===== src/rtl/ctip_pkg.sv =====
`timescale 1ns / 1ps

package ctip_pkg;

  // command codes
  localparam logic CMD_WRITE  = 1'b0;
  localparam logic CMD_LOOKUP = 1'b1;

  localparam int VAL_W     = 24;          // Q7.16 coefficient
  localparam int ANG_W     = 20;          // Q3.16 angle
  localparam int SLOT_W    = 6;
  localparam int DEG_W     = 25;          // degrees Q.16, positive angles only
  localparam int DEG_INT_W = DEG_W - 16;
  localparam int REM_W     = 22;          // offset inside a segment, Q.16 degrees
  localparam int T_W       = 17;          // t, Q0.16 up to and including 1.0
  localparam int A_W       = 28;
  localparam int B_W       = 29;
  localparam int C_W       = 25;
  localparam int H1_W      = 46;
  localparam int H3_W      = 47;
  localparam int H4_W      = 63;
  localparam int R_W       = 31;

  // 180/pi in Q.24
  localparam logic [29:0] DEG_PER_RAD_Q24 = 30'd961263669;

  localparam logic signed [R_W-1:0] OUT_MAX = 31'sd8388607;
  localparam logic signed [R_W-1:0] OUT_MIN = -31'sd8388608;

  // segment offset and the four neighbours, as handed to the cubic pipe
  typedef struct packed {
    logic                    valid;
    logic [REM_W-1:0]        rem;
    logic signed [VAL_W-1:0] y0;
    logic signed [VAL_W-1:0] y1;
    logic signed [VAL_W-1:0] y2;
    logic signed [VAL_W-1:0] y3;
  } ctip_front_t;

endpackage


===== src/rtl/ctip_ram.sv =====
`timescale 1ns / 1ps

module ctip_ram #(
  parameter int WIDTH = 24,
  parameter int DEPTH = 10
) (
  input  logic                     clk,
  input  logic                     we,
  input  logic [$clog2(DEPTH)-1:0] waddr,
  input  logic [WIDTH-1:0]         wdata,
  input  logic                     re,
  input  logic [$clog2(DEPTH)-1:0] raddr,
  output logic [WIDTH-1:0]         rdata
);

  logic [WIDTH-1:0] mem [DEPTH];

  always_ff @(posedge clk) begin
    if (we) begin
      mem[waddr] <= wdata;
    end
    if (re) begin
      rdata <= mem[raddr];
    end
  end

endmodule


===== src/rtl/ctip_front.sv =====
`timescale 1ns / 1ps

module ctip_front import ctip_pkg::*; #(
  parameter int TABLE_ENTRIES = 10,
  parameter int STEP_DEGREES  = 10
) (
  input  logic                    clk,
  input  logic                    rst_n,
  input  logic                    in_valid,
  output logic                    in_stall,
  input  logic                    in_command,
  input  logic [SLOT_W-1:0]       in_entry_index,
  input  logic signed [VAL_W-1:0] in_entry_value,
  input  logic signed [ANG_W-1:0] in_angle_rad,
  input  logic                    down_ready,
  output ctip_front_t             fr
);

  localparam int AW = $clog2(TABLE_ENTRIES);
  localparam logic [31:0] STEP_Q16 = 32'(STEP_DEGREES * 65536);
  localparam logic [31:0] SPAN_Q16 = 32'((TABLE_ENTRIES - 1) * STEP_DEGREES * 65536);
  // ceil(2^16 / step): exact quotient for every integer degree below 2^9
  localparam logic [16:0] IDX_RECIP = 17'((65536 + STEP_DEGREES - 1) / STEP_DEGREES);

  logic en_a, en_b, en_c, en_d;

  logic                    va_r, vb_r, vc_r, vd_r;
  logic                    cmd_a_r, cmd_b_r, cmd_c_r;
  logic [SLOT_W-1:0]       slot_a_r, slot_b_r, slot_c_r;
  logic signed [VAL_W-1:0] value_a_r, value_b_r, value_c_r;
  logic signed [ANG_W-1:0] angle_a_r;
  logic [DEG_W-1:0]        deg_b_r, deg_c_r;
  logic [DEG_INT_W-1:0]    quot_c_r;
  logic [REM_W-1:0]        rem_d_r;

  logic [DEG_W-1:0]     deg_nxt, degc_nxt;
  logic [DEG_INT_W-1:0] quot_nxt;
  logic [REM_W-1:0]     rem_nxt;
  logic [48:0]          dprod, dsum;
  logic [25:0]          qprod;
  logic [AW-1:0]        idx;
  logic [AW:0]          idx_p2;
  logic [31:0]          seg_base, rem_full;
  logic                 tbl_we;
  logic [AW-1:0]        rd_addr [4];
  logic [VAL_W-1:0]     rd_data [4];

  // a stage loads when it is empty or its content moves on
  assign en_d     = !vd_r || down_ready;
  assign en_c     = !vc_r || en_d;
  assign en_b     = !vb_r || en_c;
  assign en_a     = !va_r || en_b;
  assign in_stall = !en_a;

  // stage B: radians to degrees, negative angles give zero
  assign dprod   = 49'(angle_a_r[ANG_W-2:0]) * 49'(DEG_PER_RAD_Q24);
  assign dsum    = dprod + 49'd8388608;
  assign deg_nxt = (!angle_a_r[ANG_W-1]) ? dsum[24 +: DEG_W] : '0;

  // stage C: clamp to the span, integer quotient by the step
  assign degc_nxt = (32'(deg_b_r) > SPAN_Q16) ? SPAN_Q16[DEG_W-1:0] : deg_b_r;
  assign qprod    = 26'(degc_nxt[DEG_W-1:16]) * 26'(IDX_RECIP);
  assign quot_nxt = qprod[16 +: DEG_INT_W];

  // stage D: segment index, neighbour addresses, table write
  assign idx      = (quot_c_r > DEG_INT_W'(TABLE_ENTRIES - 2)) ?
                    AW'(TABLE_ENTRIES - 2) : quot_c_r[AW-1:0];
  assign idx_p2   = {1'b0, idx} + (AW+1)'(2);
  assign seg_base = 32'(idx) * STEP_Q16;
  assign rem_full = 32'(deg_c_r) - seg_base;
  assign rem_nxt  = rem_full[REM_W-1:0];

  assign rd_addr[0] = (idx == '0) ? '0 : idx - AW'(1);
  assign rd_addr[1] = idx;
  assign rd_addr[2] = idx + AW'(1);
  assign rd_addr[3] = (idx_p2 < (AW+1)'(TABLE_ENTRIES)) ? idx_p2[AW-1:0] :
                      AW'(TABLE_ENTRIES - 1);

  assign tbl_we = en_d && vc_r && (cmd_c_r == CMD_WRITE) &&
                  ((SLOT_W+1)'(slot_c_r) < (SLOT_W+1)'(TABLE_ENTRIES));

  // one copy of the table per neighbour, all written alike
  for (genvar g = 0; g < 4; g++) begin : g_tbl
    ctip_ram #(
      .WIDTH (VAL_W),
      .DEPTH (TABLE_ENTRIES)
    ) u_ram (
      .clk   (clk),
      .we    (tbl_we),
      .waddr (slot_c_r[AW-1:0]),
      .wdata (value_c_r),
      .re    (en_d),
      .raddr (rd_addr[g]),
      .rdata (rd_data[g])
    );
  end

  always_ff @(posedge clk) begin
    if (!rst_n) begin
      va_r <= 1'b0;
      vb_r <= 1'b0;
      vc_r <= 1'b0;
      vd_r <= 1'b0;
    end else begin
      if (en_a) va_r <= in_valid;
      if (en_b) vb_r <= va_r;
      if (en_c) vc_r <= vb_r;
      // writes end here; only lookups go on
      if (en_d) vd_r <= vc_r && (cmd_c_r == CMD_LOOKUP);
    end
  end

  always_ff @(posedge clk) begin
    if (en_a) begin
      cmd_a_r   <= in_command;
      slot_a_r  <= in_entry_index;
      value_a_r <= in_entry_value;
      angle_a_r <= in_angle_rad;
    end
    if (en_b) begin
      cmd_b_r   <= cmd_a_r;
      slot_b_r  <= slot_a_r;
      value_b_r <= value_a_r;
      deg_b_r   <= deg_nxt;
    end
    if (en_c) begin
      cmd_c_r   <= cmd_b_r;
      slot_c_r  <= slot_b_r;
      value_c_r <= value_b_r;
      deg_c_r   <= degc_nxt;
      quot_c_r  <= quot_nxt;
    end
    if (en_d) begin
      rem_d_r <= rem_nxt;
    end
  end

  assign fr.valid = vd_r;
  assign fr.rem   = rem_d_r;
  assign fr.y0    = rd_data[0];
  assign fr.y1    = rd_data[1];
  assign fr.y2    = rd_data[2];
  assign fr.y3    = rd_data[3];

endmodule


===== config.mk =====
export PLATFORM = sky130hd
export DESIGN_NAME = ctip_front
export DESIGN_NICKNAME = d
export VERILOG_FILES = /design/src/rtl/ctip_pkg.sv /design/src/rtl/ctip_ram.sv /design/src/rtl/ctip_front.sv
export SDC_FILE = /design/constraint.sdc
export NUM_CORES = 2
export LEC_CHECK = 0
export BUFFER_PORTS_ARGS = -buffer_cell sky130_fd_sc_hd__buf_2
export CORE_MARGIN = 2
export CORE_UTILIZATION = 49
export DETAILED_ROUTE_END_ITERATION = 6
export GPL_ROUTABILITY_DRIVEN = 0
export PLACE_DENSITY = 0.63
export SETUP_SLACK_MARGIN = 0.4
export SYNTH_ARGS = -nofsm -noshare
export SYNTH_HDL_FRONTEND = slang
export SYNTH_SLANG_ARGS = --single-unit

===== constraint.sdc =====
create_clock -name clk -period 7.3 [get_ports clk]
set_input_delay 1.095 -clock clk [delete_from_list [all_inputs] [get_ports clk]]
set_output_delay 1.095 -clock clk [all_outputs]
set_load 0.02 [all_outputs]

==> impl_metrics.ini <==
[sta]
min_period_over_period_pct = 90.7
timing.final.crit_period_ns = 6.62
grt_setup_unrepaired = false
slew_headroom_pct = 18.4
drv_slew = 0
tightest_slew_ns = 1.22
tns_ns = 0
clock_skew_ns = 0.0324
setup_viol = 0
max_freq_ghz = 0.151
finalHoldViolations = 0

[final_layout]
antenna_cells = 0
layout.nets = 3734
layout_common_cells = edfxtp_1, nand2_1, inv_1, ha_1, fa_1
area_delta_synth_final_pct = 11.0
drive_gt1_share_pct = 13.9
layout_commonest_cell = edfxtp_1

[worst_setup_path]
cp_max_fo = 6
path_cells = fa_1, inv_1, fa_1, inv_1, fa_1, inv_1, fa_1, inv_1, fa_1, fa_1, ha_1, ha_1, a21oi_1, o21ai_1, a311o_1, o311ai_4, a21oi_1, or3_1, a21boi_2, mux2_1
cp.required_ns = 7.66
cp_top_family = adder cells
slowest_stage = fa_1
crit_path_end_kind = flip-flop
timing.rr.start = angle_a_r[7]
crit_buf_inv = 4
crit_type = flip-flop to flip-flop
arrival_ns = 6.99
reg2reg_to = deg_b_r[17]
reg2reg_setup_slack_ns = 0.68
reg2regPathDepth = 20
start_kind = flip-flop
crit_path_max_incr_delay_ns = 0.62
cp_common_cell = fa_1

[floorplanning]
die-area_um2 = 74700
core_area_um2 = 71600
chipWidth_um = 273
ioPinCount = 175
initial_core_util_pct = 49.6
rows = 98
die_y_um = 273

[status]
violations = DRC
outcome = finished, violations left

[synthesis]
syn-mean-instance-area_um2 = 11.8
synthCells = 3007
yosysSeqAreaShare_pct = 44.5
yosys_warnings = 0
synth_seq_cells = 528
yosysUniqueCellTypes = 75
synth.cell_area_um2 = 35500
synth_edf_count = 524
async_flop_share_pct = 0
ys.flop_type = edfxtp_1

[global_route]
antenna_found_initial = 0
grt_usage_pct = 26.5
grt_pass1_wl_um = 150000
overflow = 0
grt_pass1_vias = 25800
grt_max_degree = 80

[clock_network]
clk_latency_ns = 0.64
cts_sinks = 528
cts.path.max_buffers = 3
cts_max_level = 2
cts.reportedPaths.clkPinSlew_ns = 0.06
root_buffer = clkbuf_16
cts_buffers = 58
cts_tree = done

[hold_path]
holdPathStages = 0
hold_start = value_a_r[5]
hold_path_class = flip-flop to flip-flop
min_to = value_b_r[5]

[placement]
hpwl_um = 67200
io_buffers = 174

[run]
drv_cap = 0

[drt]
routed_wl_um = 99400
drc = 1
viasPerCell = 6.07
drt_pass1_iterations = 7
vias = 25200
detail-route-antenna-nets = 0
wire_per_inst_um = 24.0
drt_iter0_markers = 2774
[per-layer routing]
layer  share of wire (%)  track usage (%)  vias to the layer above
met5                   0                0                        -
met4                 4.2             11.2                        0
met3                 9.7             5.13                      329
met2                  46             42.3                     1411
met1                  40             35.6                    12300
li1                    -                -                    11100
[synth_stat cells, types with 6 or more instances]
master    count  area share, %
a211oi_1     79            1.7
a21o_1       24           0.51
a21oi_1     144            2.0
a311oi_1     46            1.1
a31oi_1      75            1.3
and2_1       62            1.1
and3_1       45           0.79
buf_2        40           0.56
buf_4        11           0.23
clkbuf_1     96            1.0
edfxtp_1    524             44
fa_1        223             13
ha_1        306             11
inv_1       355            3.8
mux2i_1      36            1.0
mux4_2       71            4.5
nand2_1     440            4.6
nand2b_1      9           0.16
nand3_1      78            1.1
nand4_1       7           0.12
nor2_1       52           0.55
nor2b_1      34           0.60
nor3_1       13           0.18
nor4_1        9           0.16
o21a_1        6           0.13
o21ai_0      47           0.66
o21bai_1      9           0.19
o221ai_1     31           0.76
o32ai_1      24           0.59
xnor2_1      26           0.64
xor2_1        7           0.17
[metrics by stage]
stage / instances / utilization, % / hold WS [ns] / instance area, um2 / setup slack (ns)
after CTS: 4137 / 55.0 / 0.416 / 39400 / 0.592
after global routing: 4147 / 55.1 / 0.420 / 39400 / 0.452
after global placement: 4030 / 52.3 / 0.402 / 37500 / 0.663
after detailed placement: 4030 / 52.3 / 0.405 / 37500 / 0.622
after floorplan: 3012 / - / 0.400 / 35500 / 0.986
final: 4147 / 55.1 / 0.414 / 39400 / 0.679
[worst register-to-register path: cells and delay by family (launching register included)]
| kind | cells | cell delay (ns) |
|---|---|---|
| flops | 1 | 0.49 |
| fa+ha+maj | 8 | 3.67 |
| simple gates | 1 | 0.38 |
| buf+inv | 4 | 0.26 |
| mux | 1 | 0.34 |
| compound gates | 6 | 1.22 |
[kinds of logic after synthesis]
kind of cell               Yosys count  synth area share, %
AOI/OAI and AO/OA                  526                 10.1
xor gates and xnor gates            34                0.859
adders and majority gates          529                 23.3
buffers and inverters              508                 5.62
DFF                                528                 44.5
muxes                              111                 5.64
other                                2               0.0211
and+or+nand+nor                    769                 9.86
[worst max path at each step]
stage	startpoint	endpoint	slack [ns]	depth (start not counted)
2_1_floorplan	angle_a_r[8]	deg_b_r[17]	0.99	20
3_3_place_gp	angle_a_r[7]	deg_b_r[17]	0.66	20
3_5_place_dp	angle_a_r[7]	deg_b_r[17]	0.62	20
4_1_cts	angle_a_r[7]	deg_b_r[17]	0.59	20
5_1_grt	angle_a_r[7]	deg_b_r[17]	0.45	20
6_report	angle_a_r[7]	deg_b_r[17]	0.68	20
[repair_timing]
action	CTS	global route
endpoints found under the setup margin	0	1
hold buffers	0	0
hold endpoints to repair	0	0
setup buffers	0	10
gates resized for setup	0	1
[sequential cells by signal, indices dropped and copies added (netlist names), 6 cells and up]
name / flops
rem_d_r: 22
quot_c_r: 6
slot_c_r: 6
g_tbl.u_ram.rdata: 96
slot_b_r: 6
value_a_r: 24
g_tbl.u_ram.mem: 240
deg_b_r: 25
deg_c_r: 22
value_b_r: 24
value_c_r: 24
slot_a_r: 6
angle_a_r: 20
[cell type report]
type	instances	area, um2
multi-input combinational	1976	17900
clock buffer	73	1560
clock inverter	34	335
fill	5969	32200
sequential	528	15800
inverter	358	1350
tap	950	1190
timing repair buffer	228	1290
Power is left out: the tool's default activity adds up to more than one toggle a clock period on the data nets, which glitch-free logic cannot reach.
